[config.mk]
export PLATFORM = sky130hd
export DESIGN_NAME = cwg_divider
export DESIGN_NICKNAME = d
export VERILOG_FILES = /design/src/sv/cwg_pkg.sv /design/src/sv/cwg_divider.sv
export SDC_FILE = /design/constraint.sdc
export NUM_CORES = 1
export LEC_CHECK = 0
export BUFFER_PORTS_ARGS = -buffer_cell sky130_fd_sc_hd__buf_2
export CAP_MARGIN = 10
export CORE_AREA = 2 2 83 85
export DETAILED_ROUTE_END_ITERATION = 16
export DIE_AREA = 0 0 85 87
export PLACE_DENSITY = 0.76
export SLEW_MARGIN = 20
export SYNTH_ARGS = -nofsm -noshare
export SYNTH_HDL_FRONTEND = slang
export SYNTH_SLANG_ARGS = --single-unit
[constraint.sdc]
create_clock -name clock -period 4 [get_ports clock]
set_clock_uncertainty 0.15 [all_clocks]
set_input_delay 0.8 -clock clock [delete_from_list [all_inputs] [get_ports clock]]
set_output_delay 0.8 -clock clock [all_outputs]
set_load 0.01 [all_outputs]
[src/sv/cwg_pkg.sv]
// Shared types and constants for the cosine window generator.
// No dependencies.
package cwg_pkg;

   localparam int COEF_W   = 18;
   localparam int SAMPLE_W = 20;
   localparam int IDX_W    = 16;
   localparam int CFG_W    = 18;
   localparam int CFG_IDX_W = 3;
   localparam int STEPS    = 24;
   localparam int STEP_W   = 5;
   localparam int NUM_REG_COEFS = 4;

   // register indexes
   localparam logic [CFG_IDX_W-1:0] REG_LENGTH = 3'd0;
   localparam logic [CFG_IDX_W-1:0] REG_SYMMETRIC = 3'd1;
   localparam logic [CFG_IDX_W-1:0] REG_COEF0 = 3'd2;
   localparam logic [CFG_IDX_W-1:0] REG_COEF1 = 3'd3;
   localparam logic [CFG_IDX_W-1:0] REG_COEF2 = 3'd4;
   localparam logic [CFG_IDX_W-1:0] REG_COEF3 = 3'd5;

   localparam logic signed [33:0] CORDIC_GAIN = 34'sd652032874;
   localparam logic signed [SAMPLE_W-1:0] SAMPLE_MAX = 20'sd524287;
   localparam logic signed [SAMPLE_W-1:0] SAMPLE_MIN = -20'sd524288;

   // arctangent of 2^-j in 2^-32 turn units
   function automatic logic [31:0] atan_turn(input logic [STEP_W-1:0] j);
      logic [31:0] r;
      unique case (j)
         5'd0: r = 32'd536870912;  5'd1: r = 32'd316933406;
         5'd2: r = 32'd167458907;  5'd3: r = 32'd85004756;
         5'd4: r = 32'd42667331;   5'd5: r = 32'd21354465;
         5'd6: r = 32'd10679838;   5'd7: r = 32'd5340245;
         5'd8: r = 32'd2670163;    5'd9: r = 32'd1335087;
         5'd10: r = 32'd667544;    5'd11: r = 32'd333772;
         5'd12: r = 32'd166886;    5'd13: r = 32'd83443;
         5'd14: r = 32'd41722;     5'd15: r = 32'd20861;
         5'd16: r = 32'd10430;     5'd17: r = 32'd5215;
         5'd18: r = 32'd2608;      5'd19: r = 32'd1304;
         5'd20: r = 32'd652;       5'd21: r = 32'd326;
         5'd22: r = 32'd163;       5'd23: r = 32'd81;
         default: r = 32'd0;
      endcase
      return r;
   endfunction

endpackage

[src/sv/cwg_divider.sv]
// Restoring divider: quotient = floor(p * 2^32 / m), one bit per cycle.
// Depends on cwg_pkg (for nothing but style consistency).
module cwg_divider import cwg_pkg::*; #(
   parameter int LEN_BITS = 16
) (
   input  logic                clock,
   input  logic                reset,
   input  logic                start,
   input  logic [LEN_BITS:0]   numer,
   input  logic [LEN_BITS:0]   denom,
   output logic                done,
   output logic [31:0]         quot
);
   logic [LEN_BITS+1:0] rem_ff, rem_in;
   logic [31:0] q_ff, q_in;
   logic [5:0] cnt_ff, cnt_in;
   logic busy_ff, busy_in, done_ff, done_in;
   logic [LEN_BITS+1:0] trial;

   always_comb begin
      rem_in = rem_ff; q_in = q_ff; cnt_in = cnt_ff;
      busy_in = busy_ff; done_in = 1'b0;
      trial = {rem_ff[LEN_BITS:0], 1'b0};
      if (start) begin
         rem_in = {1'b0, numer}; q_in = '0; cnt_in = '0; busy_in = 1'b1;
      end else if (busy_ff) begin
         if (trial >= {1'b0, denom}) begin
            rem_in = trial - {1'b0, denom}; q_in = {q_ff[30:0], 1'b1};
         end else begin
            rem_in = trial; q_in = {q_ff[30:0], 1'b0};
         end
         cnt_in = cnt_ff + 6'd1;
         if (cnt_ff == 6'd31) begin
            busy_in = 1'b0; done_in = 1'b1;
         end
      end
   end

   always_ff @(posedge clock) begin
      rem_ff <= rem_in; q_ff <= q_in; cnt_ff <= cnt_in;
      if (reset) begin
         busy_ff <= 1'b0; done_ff <= 1'b0;
      end else begin
         busy_ff <= busy_in; done_ff <= done_in;
      end
   end

   assign done = done_ff;
   assign quot = q_ff;
endmodule

-- After elaboration in Yosys (flattened, before gate mapping)
Index checks and enable logic that the tools add are counted.
- register bits: 57
- logic and storage cells: 20
- output and inout port bits: 33
- input port bits: 37
- $lt $le $gt $ge: 1
- reductions and logical operators: 2
- bitwise operators: 1
- equality and inequality tests: 1
- multiplexer cells: 8
- $add $sub $neg: 2
- operators with widths (kind ; count):
    2-to-1 mux 17 bit ; 3
    greater-or-equal comparator 18 x 17 -> 1 bit ; 1
    subtractor 17 bit ; 1
    adder 6 x 1 -> 6 bit (second input constant) ; 1
    equality test 6 x 5 -> 1 bit (second input constant) ; 1
    2-to-1 mux 1 bit ; 5
    OR reduction 3 bit ; 1
    nonzero test 2 bit ; 1
    inverter 1 bit ; 1

-- Longest topological paths before layout
- depth in word-level cells: 4
- gate-level depth with buffers: 10
- gate-level depth less buffers: 9

-- Least setup slack after synthesis
OpenSTA, ideal clock, no wires.
- kind: input to register
- from: input denom[0]
- to: register rem_ff[6], data pin
- slack: 1.278 ns
- data arrival time: 2.311 ns
- stages on the path: 7
- buffers on the path: 0
- setup time: 0.261 ns
- required time: 3.589 ns
- path through: fa_1 nand2b_1 a21o_2 a31oi_4 o21a_4 nor2_4 a221o_1
- word-level cells in the longest chain between the ends: 4
- elaborated cells between the ends (all ways): 5
- classes of those cells: add/sub (1); order compare (1); mux (3)
- ends and longest elaborated chain (item ; RTL line ; RTL):
    from (decl) ; cwg_divider.sv:10 ; input logic [LEN_BITS:0] denom,
    subtractor 17 bit / greater-or-equal comparator 18 x 17 -> 1 bit (equally long branches) ; cwg_divider.sv:28, cwg_divider.sv:27 ;
    2-to-1 mux 17 bit (*) ; cwg_divider.sv:27 ; if (trial >= {1'b0, denom}) begin
    2-to-1 mux 17 bit (*) ; cwg_divider.sv:26 ; end else if (busy_ff) begin
    2-to-1 mux 17 bit (*) ; cwg_divider.sv:24 ; if (start) begin
    net rem_in[6] ; cwg_divider.sv:14 ; logic [LEN_BITS+1:0] rem_ff, rem_in;
    to (signal assigned) ; cwg_divider.sv:40 ; rem_ff <= rem_in; q_ff <= q_in; cnt_ff <= cnt_in;
    to (decl) ; cwg_divider.sv:14 ;
Mark *: on every way through the listed nets, which the timed path passes. The rest lies on a longest branch. The select of a mux whose other input is x is not followed.
A chain may end at the register's enable or synchronous reset.

-- Final worst setup path
- from: input denom[15]
- to: register rem_ff[5], data pin
- word-level cells in the longest chain between the ends: 4
- ends and longest elaborated chain (item ; RTL line):
    greater-or-equal comparator 18 x 17 -> 1 bit ; cwg_divider.sv:27
    2-to-1 mux 17 bit ; cwg_divider.sv:27
    2-to-1 mux 17 bit ; cwg_divider.sv:26
    2-to-1 mux 17 bit ; cwg_divider.sv:24
    net rem_in[5] ; cwg_divider.sv:14
The timed path passes the listed nets, and every way through them passes these cells. The select of a mux whose other input is x is not followed.

==> results.yml <==
run_status:
  status: "finished clean"
placed_design:
  routabilityCongestion: 0.892
  io_buffers: 69
  post-dp-hpwl_mm: 5.45
  placed_area_sq_mm: 0.00381
clock_network:
  cts_resized: 0
  clk-insertion-delay-late_ps: 330
  htreeDepth: 3
  clock_path_buffers: 2
  cts_setup_buffers: 0
  cts_buffers: 9
  cts_hold_buf: 0
  cts.sinks: 57
  cts_root_buf: "clkbuf_8"
  tritoncts: "done"
  path_clk_slew_ps: 70
cells_and_area:
  finalInstanceArea_sq_mm: 0.00401
  syn_to_final_growth_pct: 15.8
  utilization: 0.610
  antenna_cells: 0
  final_nets: 481
  drive_gt1_frac: 0.265
logic_synthesis:
  yosys.area.top_type: "dfxtp_1"
  yosysSeqAreaShare: 0.379
  synth_area_leaders: "dfxtp_1 23%, edfxtp_1 15%, mux2i_1 9.6%"
  synth-simple-area-share: 0.132
  synth_fa_ha_area_frac: 0.0709
  yosysUniqueCellTypes: 54
  synth_top_family_by_area: "compound AO/OA/AOI/OAI gates"
  synth_compound_area_frac: 0.237
  synth_ff_type: "dfxtp_1"
  synth_edf_count: 17
  synth_cells: 362
  syn_area_sq_mm: 0.00346
  yosys.cell_count.top_type: "nor2_1"
  muxShareOfSynthArea: 0.0955
  avgSynthCellArea_sq_um: 9.55
  yosys-top-cells-count: "44 x nor2_1, 40 x dfxtp_1, 33 x mux2i_1, 22 x inv_1"
  syn_nets: 418
  synth-async-reset-ratio: 0
  synth-seq-cells: 57
  synth_top_area_share: 0.232
  synth-xor-area-share: 0.0279
  yosysWarningCount: 0
routing:
  vias_per_cell: 5.72
  drc: 0
  antenna_left: 0
  first_pass_iters: 4
  drt-total-wl_mm: 7.75
  wl_per_cell_um: 15.2
  drt_iter0_drc: 180
  vias: 2916
timing:
  slew_viol_final: 0
  fmax_mhz: 351
  hold_viol: 0
  finalSetupViolCount: 0
  whs_ps: 348
  worstMarginPinSlew_ps: 731
  finalSetupTns_ps: 0
  rsz0062_at_grt: "no"
  fin_crit_sh: 0.712
  period_needed_ps: 2850
  slew_headroom: 0.512
pwr:
  p_switching_uw: 631
  power.internal_uw: 1190
  leakagePower_uw: 0.00178
  switching_share: 0.347
  seqPwrFrac: 0.374
  ir_worst_vdd_mv: 0.233
  p_comb_frac: 0.333
  pwr_density_cell_mw_per_mm2: 454
  pwr-share-clk: 0.293
floorplan:
  die_h_um: 87
  coreArea_sq_mm: 0.00657
  io_pins: 70
  row_count: 30
  dieArea_sq_mm: 0.00740
  initial_core_util: 0.526
  die_x_um: 85
worst_setup_path:
  cp_max_fo: 17
  startpoint_type: "input pin"
  critPathKind: "input pin to flip-flop"
  cp.arrival_ps: 2790
  cp_data_required_time_ps: 3940
  endpoint_kind: "flip-flop"
global_route:
  grt_first_pass_wirelength_mm: 12.7
  overflow: 0
  antenna_found_initial: 0
  grt_pass1_vias: 2801
  grt_max_degree: 32
  grt_usage: 0.215
run:
  max_cap_violations: 0
worst_hold_path:
  min_path_type: "flip-flop to flip-flop"
[state kept, by name (all words and copies together) (netlist names)]
signal and flops:
busy_ff 1, quot 32, done 1, cnt_ff 6, rem_ff 17
[layer usage]
| metal | part of all wire | GRT usage |
|---|---|---|
| met1 | 0.46 | 0.269 |
| met2 | 0.47 | 0.364 |
| met3 | 0.055 | 0.0445 |
| met4 | 0.018 | 0.0866 |
| met5 | 0 | 0 |
[final timing paths]
check              from        end  slack [ps]  cells after the start
max           denom[15]  rem_ff[5]        1150                      8
min           cnt_ff[5]  cnt_ff[5]         350                      2
max reg2reg  rem_ff[14]  rem_ff[5]        1320                      6
min reg2reg   cnt_ff[5]  cnt_ff[5]         350                      2
[stage by stage]
stage	setup slack, ps	std cells	power, uW
finish	1150	510	1820
CTS	1210	510	1830
global placement	881	494	1280
global route	1030	510	1920
detailed placement	868	494	1290
floorplan	1280	362	1190
[layout by cell type, fill, tap and decap left out, drive strengths merged, types with 14 or more instances in the layout]
cell type,instances
nand2,17
a31oi,14
o21ai,22
ha,18
mux2i,33
nor2,45
edfxtp,17
inv,26
buf,72
dfxtp,40
a21oi,20
[worst max-delay path: stages]
cell,delay (ps)
buf_2,70
inv_1,30
ha_1,350
and2_1,170
o21ai_0,290
and2_1,630
a211oi_1,160
a221o_1,280
[cell type report]
class                   count  area, sq um
fillers                   566         2560
repair buffers             72          368
flip-flops and latches     57         1310
well taps                  80          100
multi-input cells         263         1950
clock buffers              11          163
inverters                  22         82.6
clock inverters             5         32.5
[power groups by stage]
stage,logic [uW],registers [uW],clock network [uW]
floorplan,506,681,0
global placement,588,692,0
detailed placement,596,694,0
CTS,602,681,543
global route,670,685,568
finish,606,681,533
[kinds of logic after synthesis]
kind of cell | count (synthesis)
compound gates | 104
buf+inv | 42
simple gates | 96
xor+xnor | 11
fa+ha+maj | 19
mux | 33
flops | 57
Power figures use the tool's default switching activity.
