$ cat src/sv/cwg_pkg.sv
// Shared types and constants for the cosine window generator.
// No dependencies.
package cwg_pkg;

   localparam int COEF_W   = 18;
   localparam int SAMPLE_W = 20;
   localparam int IDX_W    = 16;
   localparam int CFG_W    = 18;
   localparam int CFG_IDX_W = 3;
   localparam int STEPS    = 24;
   localparam int STEP_W   = 5;
   localparam int NUM_REG_COEFS = 4;

   // register indexes
   localparam logic [CFG_IDX_W-1:0] REG_LENGTH = 3'd0;
   localparam logic [CFG_IDX_W-1:0] REG_SYMMETRIC = 3'd1;
   localparam logic [CFG_IDX_W-1:0] REG_COEF0 = 3'd2;
   localparam logic [CFG_IDX_W-1:0] REG_COEF1 = 3'd3;
   localparam logic [CFG_IDX_W-1:0] REG_COEF2 = 3'd4;
   localparam logic [CFG_IDX_W-1:0] REG_COEF3 = 3'd5;

   localparam logic signed [33:0] CORDIC_GAIN = 34'sd652032874;
   localparam logic signed [SAMPLE_W-1:0] SAMPLE_MAX = 20'sd524287;
   localparam logic signed [SAMPLE_W-1:0] SAMPLE_MIN = -20'sd524288;

   // arctangent of 2^-j in 2^-32 turn units
   function automatic logic [31:0] atan_turn(input logic [STEP_W-1:0] j);
      logic [31:0] r;
      unique case (j)
         5'd0: r = 32'd536870912;  5'd1: r = 32'd316933406;
         5'd2: r = 32'd167458907;  5'd3: r = 32'd85004756;
         5'd4: r = 32'd42667331;   5'd5: r = 32'd21354465;
         5'd6: r = 32'd10679838;   5'd7: r = 32'd5340245;
         5'd8: r = 32'd2670163;    5'd9: r = 32'd1335087;
         5'd10: r = 32'd667544;    5'd11: r = 32'd333772;
         5'd12: r = 32'd166886;    5'd13: r = 32'd83443;
         5'd14: r = 32'd41722;     5'd15: r = 32'd20861;
         5'd16: r = 32'd10430;     5'd17: r = 32'd5215;
         5'd18: r = 32'd2608;      5'd19: r = 32'd1304;
         5'd20: r = 32'd652;       5'd21: r = 32'd326;
         5'd22: r = 32'd163;       5'd23: r = 32'd81;
         default: r = 32'd0;
      endcase
      return r;
   endfunction

endpackage

$ cat src/sv/cwg_cordic.sv
// Iterative CORDIC cosine in Q30, one rotation step per cycle.
// Depends on cwg_pkg for the arctangent table and gain.
module cwg_cordic import cwg_pkg::*; (
   input  logic               clock,
   input  logic               reset,
   input  logic               start,
   input  logic [31:0]        phase,
   output logic               done,
   output logic signed [31:0] cosine
);
   logic signed [33:0] x_ff, x_in, y_ff, y_in;
   logic signed [33:0] z_ff, z_in;
   logic neg_ff, neg_in, busy_ff, busy_in, done_ff, done_in;
   logic [STEP_W-1:0] j_ff, j_in;
   logic [31:0] tt;
   logic signed [33:0] a, dx, dy, at;

   always_comb begin
      x_in = x_ff; y_in = y_ff; z_in = z_ff; neg_in = neg_ff;
      j_in = j_ff; busy_in = busy_ff; done_in = 1'b0;
      a = {{2{phase[31]}}, phase};
      tt = phase;
      dx = y_ff >>> j_ff;
      dy = x_ff >>> j_ff;
      at = {2'b00, atan_turn(j_ff)};
      if (start) begin
         neg_in = 1'b0;
         if (a > 34'sh040000000 || a < -34'sh040000000) begin
            tt = phase ^ 32'h80000000; neg_in = 1'b1;
         end
         z_in = {{2{tt[31]}}, tt};
         x_in = CORDIC_GAIN; y_in = '0; j_in = '0; busy_in = 1'b1;
      end else if (busy_ff) begin
         if (!z_ff[33]) begin
            x_in = x_ff - dx; y_in = y_ff + dy; z_in = z_ff - at;
         end else begin
            x_in = x_ff + dx; y_in = y_ff - dy; z_in = z_ff + at;
         end
         j_in = j_ff + 5'd1;
         if (j_ff == STEP_W'(STEPS - 1)) begin
            busy_in = 1'b0; done_in = 1'b1;
         end
      end
   end

   always_ff @(posedge clock) begin
      x_ff <= x_in; y_ff <= y_in; z_ff <= z_in; neg_ff <= neg_in; j_ff <= j_in;
      if (reset) begin
         busy_ff <= 1'b0; done_ff <= 1'b0;
      end else begin
         busy_ff <= busy_in; done_ff <= done_in;
      end
   end

   assign done = done_ff;
   assign cosine = neg_ff ? 32'(-x_ff) : x_ff[31:0];
endmodule

$ cat config.mk
export PLATFORM = sky130hd
export DESIGN_NAME = cwg_cordic
export DESIGN_NICKNAME = d
export VERILOG_FILES = /design/src/sv/cwg_pkg.sv /design/src/sv/cwg_cordic.sv
export SDC_FILE = /design/constraint.sdc
export NUM_CORES = 1
export LEC_CHECK = 0
export BUFFER_PORTS_ARGS = -buffer_cell sky130_fd_sc_hd__buf_4
export CORE_MARGIN = 2
export CORE_UTILIZATION = 40
export DETAILED_ROUTE_END_ITERATION = 6
export PLACE_DENSITY_LB_ADDON = 0.25
export SYNTH_ARGS = -nofsm -noshare
export SYNTH_HDL_FRONTEND = slang
export SYNTH_SLANG_ARGS = --single-unit
$ cat constraint.sdc
create_clock -name clock -period 18.5 [get_ports clock]
set_input_delay 0.925 -clock clock [delete_from_list [all_inputs] [get_ports clock]]
set_output_delay 0.925 -clock clock [all_outputs]
set_load 0.05 [all_outputs]
==> Yosys cells after proc, flatten, opt, wreduce, memory -nomap -nowiden <==
Memory sizes are Yosys's and may differ from the RTL's. A register that Yosys moved wholly into a read port is not among the register bits.
Cells that the tools add are included.
W data, S select, Z words.
{ "classes": {"muxes": 14, "shifts": 2, "div": 0, "multipliers": 0, "bitwise_logic": 2, "reduce_logical": 3, "eq_ne": 1, "n_addsub": 8, "n_lt_le_gt_ge": 2} }
{ "ops": {"columns": ["cell", "n"], "rows": [
  ["$mux W34", 5],
  ["$add A34 B34 Y34", 2],
  ["$sshr A34 B5 Y34", 2],
  ["$sub A34 B34 Y34", 2],
  ["$mux W32", 2],
  ["$add A34 B33 Y34", 1],
  ["$sub A34 B33 Y34", 1],
  ["$gt A32 B32 Y1 const B", 1],
  ["$lt A32 B31 Y1 const B", 1],
  ["$neg A32 Y32", 1],
  ["$mux W5", 2],
  ["$add A5 B1 Y5 const B", 1],
  ["$eq A5 B5 Y1 const B", 1],
  ["$mux W1", 5],
  ["$reduce_or A3 Y1", 1],
  ["$not A1 Y1", 2],
  ["$reduce_bool A2 Y1", 1],
  ["$logic_or A1 B1 Y1", 1]
]} }
{ "totals": {"in_bits": 35, "latch_bits": 0, "wordCells": 40, "register_bits": 110, "out_inout_bits": 33, "mem_count": 1, "ram_bits": 0, "rom_bits": 960} }
{ "mem_list": {"columns": ["memory", "words", "width", "read_ports", "rd_ports_with_merged_regs", "write_ports", "line", "text"], "rows": [
  ["(name not given)", 32, 30, 1, 1, 0, "cwg_pkg.sv:29", "unique case (j)"]
]} }

==> Logic depth before layout (Yosys ltp) <==
{ "depth": {"ltp_word": 4, "ltp_mapped": 31} }

==> Worst setup path after synthesis <==
Ideal clock, no wire load.
{ "synth_path": {"kind": "register to register", "from": "reg j_ff[4]", "to": "reg y_ff[31]", "path_stages_with_launch": 27, "slack_ps": 12674, "period_less_slack_ps": 5826, "arrival_time_ps": 5709, "required_ps": 18383, "setup_time_ps": 117, "cell_sequence": "dfxtp_1 clkbuf_1 clkbuf_1 buf_1 buf_1 clkbuf_1 clkbuf_1 o21a_1 ha_1 nand4_1 or2_2 a211oi_1 nor2_1 xnor2_1 ha_1 a211o_1 a21o_1 a2111oi_0 o31a_1 a211o_1 a21oi_1 o211a_1 o21ai_0 nand2b_1 a21oi_1 xnor2_1 a22o_1"} }
{ "synth_between": {"elab_chain_cells": 3} }
{ "synth_rtl": {"columns": ["element", "line", "text"], "rows": [
  ["start: declaration", "cwg_cordic.sv:14", "logic [STEP_W-1:0] j_ff, j_in;"],
  ["start signal: assignment", "cwg_cordic.sv:47", "x_ff <= x_in; y_ff <= y_in; z_ff <= z_in; neg_ff <= neg_in; j_ff <= j_in;"],
  ["$sshr A34 B5 Y34 (*)", "cwg_cordic.sv:24", "dy = x_ff >>> j_ff;"],
  ["$add A34 B34 Y34 / $sub A34 B34 Y34 (equally long branches)", "cwg_cordic.sv:35, cwg_cordic.sv:37", null],
  ["$mux W34 (*)", "cwg_cordic.sv:34", "if (!z_ff[33]) begin"],
  ["end signal: assignment", "cwg_cordic.sv:47", null],
  ["end: declaration", "cwg_cordic.sv:11", "logic signed [33:0] x_ff, x_in, y_ff, y_in;"]
]} }
Mark *: on every way between the ends. The rest lies on a longest branch, timed or not.
A chain may end at the register's enable or synchronous reset.

==> Worst setup path in the final report <==
{ "layout_path": {"from": "reg j_ff[1]", "to": "reg y_ff[31]"} }
Same word-level chain as after synthesis.

==> run metrics <==
status completed; Top-Level Pins 68; Layout Nets 2273; hold buffers post-CTS 0; worst hold path type reg -> reg; Post-Syn Area 17880 um2; I/O Buffers 67; Leak 7.695 nW; Post-CTS Setup Inserts 0; actual slew at the worst max-slew pin 1.090 ns; Tcrit/Tclk final 0.4119; crit path max fanout 76; top routing layer used met5; filler cell count 4384; fmax 131.2 MHz; initial detailed-routing violation count 1677; drt drc 0; top cell type's share of synthesized area 0.1184; total grt overflow 0; DIE HEIGHT 215.5 um; CP Capture Type flip-flop; Rows 77; layout cells sized above 1 0.1306; Setup TNS 0 ns; core area 44220 um2; Synth Net Count 2310; all-layer global routing usage 0.2495; DR WL/cell 21.40 um; element type at the critical path start flip-flop; Max Cap Viol 0; largest net degree at the start of global routing 77; Pwr Density 199.4 nW/um2; Avg Vias per Cell 6.222; M1 WL 25210 um; CTS tree built; die area 46420 um2; Detailed Routing Iterations Pass 1 6; first-pass GRT wire length 91830 um; CTS H-tree lvls 4; post-layout minimum cycle time 7.620 ns; post-synth cell types 91; Yosys reg bits 140; Critical Path AT 8.00 ns; EDFF count, synth 35; Synth warnings 0; Routed WL 58390 um; Worst IR Drop VDD 0.1037 mV; Syn Inst Count 2161; largest cells by area after synthesis mux4_2, dfxtp_1, ha_1; Area growth syn-to-layout 7.122%; Met2 Routed Length 26880 um; CTS Buf Count 17; Routed Antenna Nets 0; clock sinks 140; most frequent cell after synthesis nand2_1; die width 215.5 um; vias in the first global route 16350; Worst Skew 0.01056 ns; Final setup violation count 0; RSZ-0062 raised after global routing no; Synth Flop Type dfxtp_1; fin util 0.4332; metal3 WL 4105 um; clock root buffer clkbuf_16; Clock Latency Late Sink 0.49 ns; final hold violations 0; GP Congestion 0.9595; Starting Density 0.4044; Post-CTS Resized 0; Final HPWL DP 42980 um; Synth top cells by count nand2_1, a21oi_1, nor2_1; crit path kind reg -> reg; clock-pin slew on the worst setup and hold paths 0.07 ns; ys async rst share 0; syn avg cell area 8.276 um2; relative slew slack 0.2732; initial antenna violation count 1; Max Slew Vio Count 0; Critical Path RT 18.88 ns; # diodes 0; DR vias 16980; worst-case clock buffer depth 2; total power 3.820 mW; post-synthesis sequential area ratio 0.1763; Synth area leader mux4_2
metal layers:
metal / up-vias / GRT usage
li1: 7974 / -
met1: 8160 / 0.3267
met2: 691 / 0.4062
met3: 153 / 0.04341
met4: 2 / 0.1051
met5: - / 0
flip-flops by register name, indices dropped and copies added, names as in the netlist:
register / cells
at: 30
busy_ff: 1
done: 1
j_ff: 5
neg_ff: 1
x_ff: 34
y_ff: 34
z_ff: 34
worst paths after layout:
kind | from | end | slack (ns) | cells after the start
worst min-delay path | y_ff[0]$_SDFFE_PP0P_ | y_ff[0]$_SDFFE_PP0P_ | 0.57 | 2
worst max register to register | j_ff[1]$_SDFFE_PP0P_ | y_ff[31]$_SDFFE_PP0P_ | 10.88 | 23
worst min register to register | y_ff[0]$_SDFFE_PP0P_ | y_ff[0]$_SDFFE_PP0P_ | 0.57 | 2
worst max-delay path | j_ff[1]$_SDFFE_PP0P_ | y_ff[31]$_SDFFE_PP0P_ | 10.88 | 23
worst max-delay path, stage by stage, from the launching register on:
cell       delay, ns
dfxtp_4         0.81
buf_4           0.90
mux4_2          0.63
a222oi_1        0.45
nor2_1          0.14
a211oi_4        0.32
nand4_1         0.18
or2_2           0.35
a211oi_1        0.19
nor2_1          0.08
xnor2_1         0.15
ha_1            0.35
a211o_1         0.32
a21o_1          0.15
a2111oi_0       0.69
o31a_1          0.35
a211o_1         0.19
a21oi_1         0.12
o211a_1         0.25
o21ai_0         0.24
nand2b_1        0.09
a21oi_1         0.19
xnor2_1         0.09
a22o_1          0.19
cells in the final DEF, fill, tap and decap left out, types with 28 or more instances in the layout:
master    count
a211oi_1     28
a21oi_1     185
nand2_1     202
ha_1        111
nor2_1      184
xor2_1       88
a31oi_1      29
edfxtp_1     35
nor3_1       30
a21o_1       47
nand3_1      32
inv_1        61
buf_4        93
mux2i_1      94
nand2b_1     30
mux4_2       94
xnor2_1     122
o21ai_0     138
dfxtp_1      99
cell type report:
class	count	area [um2]	area share
multi-input cells	1804	13760	0.7182
flip-flops and latches	140	3166	0.1652
well taps	592	740.7	0.03866
repair buffers	93	698.2	0.03644
clock buffers	18	429.2	0.02240
inverters	68	255.2	0.01332
clock inverters	14	110.1	0.005747
where the power goes:
| part | internal [mW] | switching, mW | leakage [nW] |
|---|---|---|---|
| registers | 0.430 | 0.191 | 1.22 |
| clock network | 0.173 | 0.159 | 0.261 |
| logic | 1.25 | 1.62 | 6.21 |
per-stage QoR:
| step | instances | setup WS, ns | instance area, um2 | hold WS [ns] |
|---|---|---|---|---|
| floorplan | 2161 | 12.67 | 17880 | 0.4678 |
| detailed placement | 2697 | 11.00 | 18620 | 0.5449 |
| global placement | 2697 | 11.20 | 18620 | 0.5481 |
| finish | 2729 | 10.88 | 19160 | 0.5714 |
| CTS | 2729 | 10.97 | 19160 | 0.5585 |
| global route | 2729 | 10.32 | 19160 | 0.5873 |
cell families (layout without fill, tap and decap cells):
| group | after synthesis | count (layout) | synth area share |
|---|---|---|---|
| compound gates | 649 | 649 | 0.2365 |
| simple gates | 616 | 616 | 0.1608 |
| buf+inv | 217 | 193 | 0.05436 |
| mux | 215 | 215 | 0.1882 |
| xor+xnor | 210 | 210 | 0.1028 |
| flops | 140 | 140 | 0.1763 |
| fa+ha+maj | 114 | 114 | 0.08101 |
Note: power is estimated with default switching activity, not from simulation.
